**src/hw/rtl/pcs_pkg.sv**
```systemverilog
// ----------------------------------------------------------------------------
// pcs_pkg: shared types and constants
// Field widths, command codes and controller states for the polynomial
// coefficient store.
// ----------------------------------------------------------------------------
package pcs_pkg;

  // Fixed field widths of the command and result channels.
  localparam int DATA_W  = 32;
  localparam int INDEX_W = 16;
  localparam int CMD_W   = 2;
  localparam int DEG_W   = 6;

  // Command codes.
  localparam logic [CMD_W-1:0] CMD_SET  = 2'd0;
  localparam logic [CMD_W-1:0] CMD_ADD  = 2'd1;
  localparam logic [CMD_W-1:0] CMD_SUB  = 2'd2;
  localparam logic [CMD_W-1:0] CMD_EVAL = 2'd3;

  // Controller states.
  typedef enum logic [2:0] {
    ST_CLEAR,
    ST_IDLE,
    ST_MODIFY,
    ST_SCAN,
    ST_EVAL_START,
    ST_EVAL_MUL,
    ST_EVAL_ADD
  } pcs_state_t;

endpackage

```
**src/hw/rtl/pcs_coeff_ram.sv**
```systemverilog
// ----------------------------------------------------------------------------
// pcs_coeff_ram: coefficient memory
// Simple dual-port synchronous memory, one write port and one read port,
// with the read data registered.
// ----------------------------------------------------------------------------
module pcs_coeff_ram #(
  parameter int DEPTH = 64,
  parameter int WIDTH = 32,
  parameter int AW    = $clog2(DEPTH)
) (
  input  logic             clk,
  input  logic             wr_en,
  input  logic [AW-1:0]    wr_addr,
  input  logic [WIDTH-1:0] wr_data,
  input  logic [AW-1:0]    rd_addr,
  output logic [WIDTH-1:0] rd_data
);

  logic [WIDTH-1:0] mem [DEPTH];
  logic [WIDTH-1:0] rd_data_r;

  // Write port.
  always_ff @(posedge clk) begin
    if (wr_en) begin
      mem[wr_addr] <= wr_data;
    end
  end

  // Registered read port.
  always_ff @(posedge clk) begin
    rd_data_r <= mem[rd_addr];
  end

  assign rd_data = rd_data_r;

endmodule

```
**src/hw/rtl/polynomial_coefficient_store_unit.sv**
```systemverilog
// ----------------------------------------------------------------------------
// polynomial_coefficient_store_unit: integer polynomial store and evaluator
// Holds TERMS signed 32-bit coefficients in one memory, tracks the degree,
// applies set/add/subtract commands and evaluates by Horner's rule.
// ----------------------------------------------------------------------------
// Usage:
//   A command transfer happens at a clock edge with start high and busy low.
//   in_cmd selects set, add, subtract or evaluate; in_index picks the power
//   of x, in_coeff_in is the written amount and in_point is x for evaluate.
//   Every command gives exactly one result, shown for one cycle with
//   out_valid high. The receiver cannot stall; results are never held.
// Sequence (from the command transfer to the result):
//   write beyond the store: the result is registered directly from idle.
//   set/add/subtract: the entry is read at the transfer and written back in
//     the modify state; when the top coefficient is cleared, a scan then
//     walks downward one coefficient at a time through the single read port.
//   evaluate: a start state, then for each Horner step a multiply state and
//     an add state that also receives the memory read.
//   busy drops in the result cycle, so a new command can follow at once.
// Reset: rst_n low clears the control state; afterwards a clearing pass
//   writes zero to all TERMS entries, one per cycle, with busy held high.
// ----------------------------------------------------------------------------
module polynomial_coefficient_store_unit #(
  parameter int TERMS = 64
) (
  input  logic                                clk,
  input  logic                                rst_n,
  input  logic                                start,
  output logic                                busy,
  input  logic [pcs_pkg::CMD_W-1:0]           in_cmd,
  input  logic [pcs_pkg::INDEX_W-1:0]         in_index,
  input  logic signed [pcs_pkg::DATA_W-1:0]   in_coeff_in,
  input  logic signed [pcs_pkg::DATA_W-1:0]   in_point,
  output logic                                out_valid,
  output logic signed [pcs_pkg::DATA_W-1:0]   out_value,
  output logic signed [pcs_pkg::DATA_W-1:0]   out_coeff_out,
  output logic [pcs_pkg::DEG_W-1:0]           out_degree_out,
  output logic                                out_overflow
);

  import pcs_pkg::*;

  localparam int AW = $clog2(TERMS);
  localparam logic [AW-1:0] LAST = AW'(TERMS - 1);

  // Registers and their next values.
  pcs_state_t        state_r,     state_nxt;
  logic [CMD_W-1:0]  cmd_r,       cmd_nxt;
  logic [AW-1:0]     idx_r,       idx_nxt;
  logic              inside_r,    inside_nxt;
  logic [DATA_W-1:0] coeff_r,     coeff_nxt;
  logic [DATA_W-1:0] point_r,     point_nxt;
  logic [DATA_W-1:0] acc_r,       acc_nxt;
  logic [DATA_W-1:0] prod_r,      prod_nxt;
  logic [AW-1:0]     ptr_r,       ptr_nxt;
  logic [AW-1:0]     deg_r,       deg_nxt;
  logic              out_valid_r, out_valid_nxt;
  logic [DATA_W-1:0] out_value_r, out_value_nxt;
  logic [DATA_W-1:0] out_coeff_r, out_coeff_nxt;
  logic [DEG_W-1:0]  out_deg_r,   out_deg_nxt;
  logic              out_ovf_r,   out_ovf_nxt;

  // Memory port signals.
  logic              mem_we;
  logic [AW-1:0]     mem_waddr;
  logic [DATA_W-1:0] mem_wdata;
  logic [AW-1:0]     mem_raddr;
  logic [DATA_W-1:0] mem_rdata;

  // Datapath helpers.
  logic              in_inside;
  logic [DATA_W-1:0] new_coeff;
  logic [DATA_W-1:0] horner_sum;

  pcs_coeff_ram #(
    .DEPTH (TERMS),
    .WIDTH (DATA_W),
    .AW    (AW)
  ) u_coeff_ram (
    .clk     (clk),
    .wr_en   (mem_we),
    .wr_addr (mem_waddr),
    .wr_data (mem_wdata),
    .rd_addr (mem_raddr),
    .rd_data (mem_rdata)
  );

  assign in_inside = (in_index < INDEX_W'(TERMS));

  // Read-modify-write result for the stored command.
  always_comb begin
    case (cmd_r)
      CMD_SET: new_coeff = coeff_r;
      CMD_ADD: new_coeff = mem_rdata + coeff_r;
      CMD_SUB: new_coeff = mem_rdata - coeff_r;
      default: new_coeff = mem_rdata;
    endcase
  end

  // Horner add step: registered product plus the coefficient just read.
  assign horner_sum = prod_r + mem_rdata;

  // Next state, memory control and result formation.
  always_comb begin
    state_nxt     = state_r;
    cmd_nxt       = cmd_r;
    idx_nxt       = idx_r;
    inside_nxt    = inside_r;
    coeff_nxt     = coeff_r;
    point_nxt     = point_r;
    acc_nxt       = acc_r;
    prod_nxt      = prod_r;
    ptr_nxt       = ptr_r;
    deg_nxt       = deg_r;
    out_valid_nxt = 1'b0;
    out_value_nxt = out_value_r;
    out_coeff_nxt = out_coeff_r;
    out_deg_nxt   = out_deg_r;
    out_ovf_nxt   = out_ovf_r;
    mem_we        = 1'b0;
    mem_waddr     = idx_r;
    mem_wdata     = new_coeff;
    mem_raddr     = in_index[AW-1:0];

    case (state_r)
      // Zero every entry after reset.
      ST_CLEAR: begin
        mem_we    = 1'b1;
        mem_waddr = ptr_r;
        mem_wdata = '0;
        if (ptr_r == LAST) begin
          ptr_nxt   = '0;
          state_nxt = ST_IDLE;
        end else begin
          ptr_nxt = ptr_r + AW'(1);
        end
      end

      // Take a command; the read of its entry starts in this cycle.
      ST_IDLE: begin
        if (start) begin
          cmd_nxt    = in_cmd;
          idx_nxt    = in_index[AW-1:0];
          inside_nxt = in_inside;
          coeff_nxt  = in_coeff_in;
          point_nxt  = in_point;
          if (in_cmd == CMD_EVAL) begin
            state_nxt = ST_EVAL_START;
          end else if (!in_inside) begin
            out_valid_nxt = 1'b1;
            out_value_nxt = '0;
            out_coeff_nxt = '0;
            out_deg_nxt   = DEG_W'(deg_r);
            out_ovf_nxt   = (in_coeff_in != '0);
          end else begin
            state_nxt = ST_MODIFY;
          end
        end
      end

      // Write back the updated coefficient and adjust the degree.
      ST_MODIFY: begin
        mem_we        = 1'b1;
        out_value_nxt = '0;
        out_coeff_nxt = new_coeff;
        out_ovf_nxt   = 1'b0;
        if ((new_coeff != '0) && (idx_r > deg_r)) begin
          deg_nxt       = idx_r;
          out_deg_nxt   = DEG_W'(idx_r);
          out_valid_nxt = 1'b1;
          state_nxt     = ST_IDLE;
        end else if ((new_coeff == '0) && (idx_r == deg_r) && (idx_r != '0)) begin
          ptr_nxt   = idx_r - AW'(1);
          mem_raddr = idx_r - AW'(1);
          state_nxt = ST_SCAN;
        end else begin
          out_deg_nxt   = DEG_W'(deg_r);
          out_valid_nxt = 1'b1;
          state_nxt     = ST_IDLE;
        end
      end

      // Walk downward until a nonzero coefficient or index zero is found.
      ST_SCAN: begin
        if ((mem_rdata != '0) || (ptr_r == '0)) begin
          deg_nxt       = ptr_r;
          out_deg_nxt   = DEG_W'(ptr_r);
          out_valid_nxt = 1'b1;
          state_nxt     = ST_IDLE;
        end else begin
          ptr_nxt   = ptr_r - AW'(1);
          mem_raddr = ptr_r - AW'(1);
        end
      end

      // Capture the addressed coefficient and set up the Horner walk.
      ST_EVAL_START: begin
        out_coeff_nxt = inside_r ? mem_rdata : '0;
        acc_nxt       = '0;
        ptr_nxt       = deg_r;
        state_nxt     = ST_EVAL_MUL;
      end

      // Multiply the accumulator by x while the next coefficient is read.
      ST_EVAL_MUL: begin
        prod_nxt  = acc_r * point_r;
        mem_raddr = ptr_r;
        state_nxt = ST_EVAL_ADD;
      end

      // Add the coefficient; finish after the constant term.
      ST_EVAL_ADD: begin
        acc_nxt = horner_sum;
        if (ptr_r == '0) begin
          out_value_nxt = horner_sum;
          out_deg_nxt   = DEG_W'(deg_r);
          out_ovf_nxt   = 1'b0;
          out_valid_nxt = 1'b1;
          state_nxt     = ST_IDLE;
        end else begin
          ptr_nxt   = ptr_r - AW'(1);
          state_nxt = ST_EVAL_MUL;
        end
      end

      default: begin
        state_nxt = ST_IDLE;
      end
    endcase
  end

  // Control registers.
  always_ff @(posedge clk) begin
    if (!rst_n) begin
      state_r     <= ST_CLEAR;
      ptr_r       <= '0;
      deg_r       <= '0;
      out_valid_r <= 1'b0;
    end else begin
      state_r     <= state_nxt;
      ptr_r       <= ptr_nxt;
      deg_r       <= deg_nxt;
      out_valid_r <= out_valid_nxt;
    end
  end

  // Payload registers.
  always_ff @(posedge clk) begin
    cmd_r       <= cmd_nxt;
    idx_r       <= idx_nxt;
    inside_r    <= inside_nxt;
    coeff_r     <= coeff_nxt;
    point_r     <= point_nxt;
    acc_r       <= acc_nxt;
    prod_r      <= prod_nxt;
    out_value_r <= out_value_nxt;
    out_coeff_r <= out_coeff_nxt;
    out_deg_r   <= out_deg_nxt;
    out_ovf_r   <= out_ovf_nxt;
  end

  assign busy           = (state_r != ST_IDLE);
  assign out_valid      = out_valid_r;
  assign out_value      = out_value_r;
  assign out_coeff_out  = out_coeff_r;
  assign out_degree_out = out_deg_r;
  assign out_overflow   = out_ovf_r;

endmodule

```
**config.mk**
```make
export PLATFORM = sky130hd
export DESIGN_NAME = polynomial_coefficient_store_unit
export DESIGN_NICKNAME = d
export VERILOG_FILES = /design/src/hw/rtl/pcs_pkg.sv /design/src/hw/rtl/pcs_coeff_ram.sv /design/src/hw/rtl/polynomial_coefficient_store_unit.sv
export SDC_FILE = /design/constraint.sdc
export NUM_CORES = 2
export LEC_CHECK = 0
export BUFFER_PORTS_ARGS = -buffer_cell sky130_fd_sc_hd__buf_2
export CAP_MARGIN = 25
export CORE_MARGIN = 4
export CORE_UTILIZATION = 39
export DETAILED_ROUTE_END_ITERATION = 8
export PLACE_DENSITY = 0.65
export SLEW_MARGIN = 20
export SYNTH_ARGS = -nofsm -noshare
export SYNTH_HDL_FRONTEND = slang
export SYNTH_SLANG_ARGS = --single-unit
```
**constraint.sdc**
```tcl
create_clock -name clk -period 18.9 [get_ports clk]
set_clock_uncertainty 0.1 [all_clocks]
set_input_delay 0.945 -clock clk [delete_from_list [all_inputs] [get_ports clk]]
set_output_delay 0.945 -clock clk [all_outputs]
set_load 0.02 [all_outputs]
```
# --- After elaboration in Yosys (flattened, before gate mapping) ---
# Memory sizes are Yosys's and may differ from the RTL's. A register that Yosys moved wholly into a read port is not among the register bits.
# Index checks and enable logic that the tools add are counted.
classes:
  add_sub_neg: 6
  mul: 1
  order_cmp: 2
  eq_ne: 25
  n_mux: 56
  n_reduce_logical: 26
ops:
  columns: ["op", "n"]
  rows:
  - ["case mux 32 bit (3 select lines)", 3]
  - ["2-to-1 mux 32 bit", 6]
  - ["2-to-1 mux 6 bit", 17]
  - ["nonzero test 32 bit", 3]
  - ["adder 32 bit", 2]
  - ["case mux 32 bit (2 select lines)", 1]
  - ["zero test 32 bit", 1]
  - ["multiplier 32 x 32 -> 32 bit", 1]
  - ["subtractor 32 bit", 1]
  - ["case mux 6 bit (5 select lines)", 1]
  - ["case mux 6 bit (4 select lines)", 1]
  - ["!= test 2 bit (second input constant)", 11]
  - ["case mux 3 bit (7 select lines)", 1]
  - ["2-to-1 mux 3 bit", 6]
  - ["case mux 6 bit (3 select lines)", 1]
  - ["< comparator 16 x 7 -> 1 bit (second input constant)", 1]
  - ["2-to-1 mux 1 bit", 14]
  - ["case mux 6 bit (2 select lines)", 1]
  - ["subtractor 6 x 1 -> 6 bit (second input constant)", 2]
  - ["AND reduction 5 bit", 2]
  - ["equality test 3 bit (second input constant)", 3]
  - ["AND reduction 4 bit", 2]
  - ["AND reduction 7 bit", 1]
  - ["adder 6 x 1 -> 6 bit (second input constant)", 1]
  - ["other kinds (25)", 33]
totals:
  reg_bits: 224
  ramBits: 2048
  input_bits: 85
  elab_cells: 132
  mem_count: 1
mem_list:
  columns: ["name", "words", "width", "read_ports", "rd_ports_with_merged_regs", "wr", "line", "text"]
  rows:
  - ["u_coeff_ram.mem", 64, 32, 1, 1, 1, "pcs_coeff_ram.sv:19", "logic [WIDTH-1:0] mem [DEPTH];"]

# --- Longest topological paths before layout ---
logic_depth:
  depth_word: 8
  depth_mapped: 33

# --- By module ---
# From an unflattened synthesis, not the netlist that was laid out.
unflattened:
  hier_cells: 6464
  hier_area_um2: 108097.4
modules_own_cells:
  columns: ["module", "instances", "cells_each", "area_each_um2", "seq_area_each_um2"]
  rows:
  - ["pcs_coeff_ram", 1, 3324, 78515.3, 62139.6]
  - ["polynomial_coefficient_store_unit", 1, 3140, 29582.1, 6566.3]

# --- Worst setup path before layout ---
# OpenSTA, ideal clock, no wires.
synth_path:
  path_kind: "register to register"
  startpoint: "register point_r[2]"
  endpoint: "register prod_r[31] (data pin)"
  setup_ps: 260
  arrival_time_ps: 6916
  required_ps: 18540
  path_slack_ps: 11624
  stages_incl_launch_ff: 29
  synth_period_minus_slack_ps: 7276
  cell_sequence: "edfxtp_1 clkbuf_1 clkbuf_1 nand2_1 fa_1 inv_1 fa_1 fa_1 fa_1 ha_1 ha_1 inv_1 fa_1 inv_1 fa_1 ha_1 inv_1 o21bai_1 a21oi_1 nor2b_1 o21a_1 o211ai_1 a41oi_1 o41ai_1 o21ai_0 o41a_1 a21o_1 a21oi_1 xnor2_1"
synth_between:
  elab_chain_len: 1
synth_lines:
  columns: ["element", "line", "text"]
  rows:
  - ["start: declaration", "polynomial_coefficient_store_unit.sv:52", "logic [DATA_W-1:0] point_r, point_nxt;"]
  - ["start signal: assignment", "polynomial_coefficient_store_unit.sv:253", "point_r <= point_nxt;"]
  - ["multiplier 32 x 32 -> 32 bit", "polynomial_coefficient_store_unit.sv:206", "prod_nxt = acc_r * point_r;"]
  - ["end signal: assignment", "polynomial_coefficient_store_unit.sv:255", "prod_r <= prod_nxt;"]
  - ["end: declaration", "polynomial_coefficient_store_unit.sv:54", "logic [DATA_W-1:0] prod_r, prod_nxt;"]
# Every way passes these cells.
# A chain may end at the register's enable or synchronous reset.

# --- Worst setup path in the final report ---
layout_path:
  startpoint: "register coeff_r[4]"
  endpoint: "register u_coeff_ram.rd_data_r[6], in the netlist u_coeff_ram.rd_data[6] (read register of u_coeff_ram.mem)"
layout_between:
  elab_chain_len: 8
layout_lines:
  columns: ["element", "line", "text"]
  rows:
  - ["start: declaration", "polynomial_coefficient_store_unit.sv:51", "logic [DATA_W-1:0] coeff_r, coeff_nxt;"]
  - ["start signal: assignment", "polynomial_coefficient_store_unit.sv:252", "coeff_r <= coeff_nxt;"]
  - ["subtractor 32 bit / adder 32 bit (equally long branches)", "polynomial_coefficient_store_unit.sv:95, polynomial_coefficient_store_unit.sv:94", null]
  - ["case mux 32 bit (3 select lines) *", "polynomial_coefficient_store_unit.sv:92", "case (cmd_r)"]
  - ["zero test 32 bit", "polynomial_coefficient_store_unit.sv:172", "end else if ((new_coeff == '0) && (idx_r == deg_r) && (idx_r != '0)) begin"]
  - ["logical AND 1 bit (2 in a row)", "polynomial_coefficient_store_unit.sv:172", null]
  - ["2-to-1 mux 6 bit", "polynomial_coefficient_store_unit.sv:172", null]
  - ["2-to-1 mux 6 bit *", "polynomial_coefficient_store_unit.sv:167", "if ((new_coeff != '0) && (idx_r > deg_r)) begin"]
  - ["case mux 6 bit (3 select lines) *", "polynomial_coefficient_store_unit.sv:125", "case (state_r)"]
  - ["end: declaration", "pcs_coeff_ram.sv:20", "logic [WIDTH-1:0] rd_data_r;"]
# Mark *: on every way between the ends. The rest lies on a longest branch, timed or not.

==> impl_metrics.py <==
metrics = {
    "detailed_routing": {
        "wl_mm": 354,
        "routed_via_count": 74700,
        "drt_pass1_iterations": 8,
        "detail_route.drc_violations": 0,
        "vias_per_cell": 5.86,
        "drt_first_iter_violations": 9766,
        "wl_per_cell_um": 27.8,
        "antenna_violating_nets_left": 0,
    },
    "global_routing": {
        "via_count_of_the_first_global_routing_pass": 73200,
        "grt_overflow_total": 0,
        "grt_start_max_net_pins": 179,
        "grt_first_pass_wirelength_mm": 507,
        "globalRouteTotalUtil": 0.235,
        "antenna_found_initial": 47,
    },
    "setup_path": {
        "arrival_ps": 11450,
        "category_of_the_worst_setup_path_launch_point": "flip-flop",
        "timing.rr.start": "coeff_r[4]$_DFFE_PP_",
        "worst-endpoint-required_ps": 19580,
        "r2r_cells": 26,
        "crit_fanout": 173,
        "timing.critical_path.from": "coeff_r[4]$_DFFE_PP_",
        "worstSetupPathType": "reg -> reg",
        "critical_path.endpoint_type": "flip-flop",
    },
    "logic_synthesis": {
        "synth-seq-cells": 2304,
        "post_synth_main_area_contributors": "sky130_fd_sc_hd__edfxtp_1, sky130_fd_sc_hd__fa_1, sky130_fd_sc_hd__nand2_1",
        "number_of_enable_flip_flop_cells_after_synthesis": 2256,
        "synthFlopType": "sky130_fd_sc_hd__edfxtp_1",
        "synth_commonest_cells": "sky130_fd_sc_hd__edfxtp_1, sky130_fd_sc_hd__nand2_1, sky130_fd_sc_hd__inv_1",
        "yosysTopAreaCellShare": 0.614,
        "post_synth_inst_count": 8664,
        "synth_cell_type_count": 95,
        "proportion_of_synthesized_chip_area_in_sequential_cells": 0.623,
        "synth_area_per_cell_um2": 12.7,
        "synthesis.area_mm2": 0.110,
        "yosys_warnings": 0,
        "yosys.cell_count.top_type": "sky130_fd_sc_hd__edfxtp_1",
        "synth_top_cell_by_area": "sky130_fd_sc_hd__edfxtp_1",
        "postSynth.asyncResetShare": 0,
        "total_nets_after_synthesis": 9359,
    },
    "status": {
        "status": "finished clean",
    },
    "finish": {
        "postLayoutCoreUtil": 0.443,
        "layout_cell_share_with_drive_strength_beyond_1": 0.102,
        "design.final.nets": 9479,
        "final_area_mm2": 0.124,
        "flow.area_growth_from_synthesis_pct": 12.5,
    },
    "cts": {
        "path_clk_slew_ps": 60,
        "cts_inserted_buffers": 236,
        "cts_tree": "built",
        "cts-hold-fix-buffers": 0,
        "cts-root-to-sink-buffers": 4,
        "number_of_clock_sinks_seen_by_cts": 2304,
        "post_cts.resized_instances": 0,
        "clk_latency_ps": 930,
        "root_buffer": "sky130_fd_sc_hd__clkbuf_16",
        "htree_levels": 4,
        "cts_setup_buffers": 0,
    },
    "sta": {
        "rsz0062_at_grt": "false",
        "final_max_slew_viol_count": 0,
        "min_period_over_period": 0.570,
        "setup_viol_count_final": 0,
        "fin_setup_tns_ps": 0,
        "maxClockFrequency_mhz": 92.8,
        "finalWorstPathRequiredPeriod_ps": 10770,
        "finalHoldViolations": 0,
        "max_slew_margin": 0.232,
        "slew_of_the_pin_with_the_lowest_slew_margin_ps": 1150,
    },
    "power": {
        "combinationalPowerShare": 0.069,
        "internal_power_mw": 8.39,
        "netSwitchingPower_mw": 2.54,
        "p_clk_frac": 0.420,
        "power_density_mw_per_mm2": 88.1,
        "leakage_nw": 44.9,
        "p_sw_frac": 0.232,
        "p_seq_frac": 0.511,
        "vdd_drop_max_uv": 94.4,
    },
    "die": {
        "top_level_ports": 158,
        "floorplan.die_area_mm2": 0.291,
        "die_outline_width_um": 540,
        "placementRows": 194,
        "initial_standard_cell_utilization_of_the_core": 0.393,
        "die_h_um": 540,
        "coreArea_mm2": 0.280,
    },
    "min_path": {
        "hp-start": "in_point[26]",
        "timing.hold.worst.class": "in -> reg",
        "hold_path_depth": 1,
    },
    "placed_design": {
        "dpl_cell_area_mm2": 0.116,
        "buffer_ports.inserted": 157,
        "gpl.final_weighted_congestion": 0.932,
        "detailedPlacementHpwl_mm": 214,
    },
    "run": {
        "cap_viol_max_count": 0,
    },
}
-- cells by family after synthesis --
logic type      Yosys count  synth area share
simple gates           2880             0.117
xor+xnor                165            0.0132
buf+inv                1079            0.0391
flops                  2304             0.623
mux                     332            0.0302
fa+ha+maj               610            0.0971
compound gates         1294            0.0807
-- registers in the layout, summed over array words and instances (netlist names), 2 cells and up --
signal and count:
u_coeff_ram.mem 2048, deg_r 6, state_r 3, prod_r 32, coeff_r 32, idx_r 6
ptr_r 6, point_r 32, acc_r 32, u_coeff_ram.rd_data 32, out_coeff_out 32, out_degree_out 6
out_value 32, cmd_r 2
-- critical path, stage by stage (launching register included) --
cell and delay (ps):
sky130_fd_sc_hd__edfxtp_1 440, sky130_fd_sc_hd__or3_4 440, sky130_fd_sc_hd__or3_1 410, sky130_fd_sc_hd__nor4_1 700, sky130_fd_sc_hd__a21oi_1 180, sky130_fd_sc_hd__xnor2_1 160, sky130_fd_sc_hd__ha_1 380, sky130_fd_sc_hd__and4_1 260
sky130_fd_sc_hd__and4_1 220, sky130_fd_sc_hd__nand3_1 100, sky130_fd_sc_hd__o211ai_2 410, sky130_fd_sc_hd__a31oi_1 160, sky130_fd_sc_hd__o221ai_1 250, sky130_fd_sc_hd__xor2_1 110, sky130_fd_sc_hd__a221oi_1 640, sky130_fd_sc_hd__and4_1 620
sky130_fd_sc_hd__a32oi_4 180, sky130_fd_sc_hd__buf_4 290, sky130_fd_sc_hd__nand2_8 480, sky130_fd_sc_hd__buf_12 680, sky130_fd_sc_hd__buf_4 820, sky130_fd_sc_hd__buf_4 790, sky130_fd_sc_hd__mux2i_1 280, sky130_fd_sc_hd__o22ai_1 100
sky130_fd_sc_hd__a221oi_1 290, sky130_fd_sc_hd__o22ai_1 120, sky130_fd_sc_hd__or4_1 520
-- path summary, 6_finish.rpt --
kind / endpoint / slack, ps
worst max-delay path: u_coeff_ram.rd_data[6]$_DFF_P_ / 8130
worst max register to register: u_coeff_ram.rd_data[6]$_DFF_P_ / 8130
worst min-delay path: point_r[26]$_DFFE_PP_ / 160
worst min register to register: deg_r[1]$_SDFFE_PN0P_ / 470
-- metrics by stage --
step / cells / setup WS, ps / hold slack, ps / power (mW)
after floorplan: 8664 / 11620 / 415 / 6.11
after global placement: 12300 / 8320 / 440 / 6.42
after detailed placement: 12300 / 8190 / 452 / 6.43
after CTS: 12700 / 8260 / 113 / 10.9
after global routing: 12700 / 7780 / 137 / 11.2
final: 12800 / 8130 / 163 / 10.9
-- cell type report --
cell class	count	area, um^2
well taps	3724	4660
flip-flops and latches	2304	68700
inverters	551	2070
clock buffers	290	6310
diodes	47	118
repair buffers	410	2860
multi-input cells	5281	38100
fillers	24900	156000
clock inverters	143	1230
-- routing by layer --
metal / vias up / global-route usage / wire length, um
li1: 31600 / - / -
met5: - / 0 / 120
met3: 912 / 0.0481 / 37200
met2: 4414 / 0.377 / 165000
met4: 16 / 0.123 / 20000
met1: 37800 / 0.303 / 132000
-- placed cells by master (no fill, tap or decap), drive strengths merged, types with 118 or more instances in the layout --
cell type	n
nand3	426
and3	139
mux2i	330
inv	559
o22ai	205
ha	200
fa	410
nor2	237
a211oi	122
xnor2	118
a21oi	320
nand2	1643
edfxtp	2256
buf	410
and2	185
clkbuf	290
-- power groups by stage --
stage / combinational (mW) / sequential, mW / clock (mW)
finish: 0.756 / 5.59 / 4.59
floorplan: 0.427 / 5.69 / 0
global route: 0.794 / 5.58 / 4.85
global placement: 0.726 / 5.69 / 0
detailed placement: 0.733 / 5.69 / 0
CTS: 0.737 / 5.58 / 4.63
(Power assumes the default switching activity.)
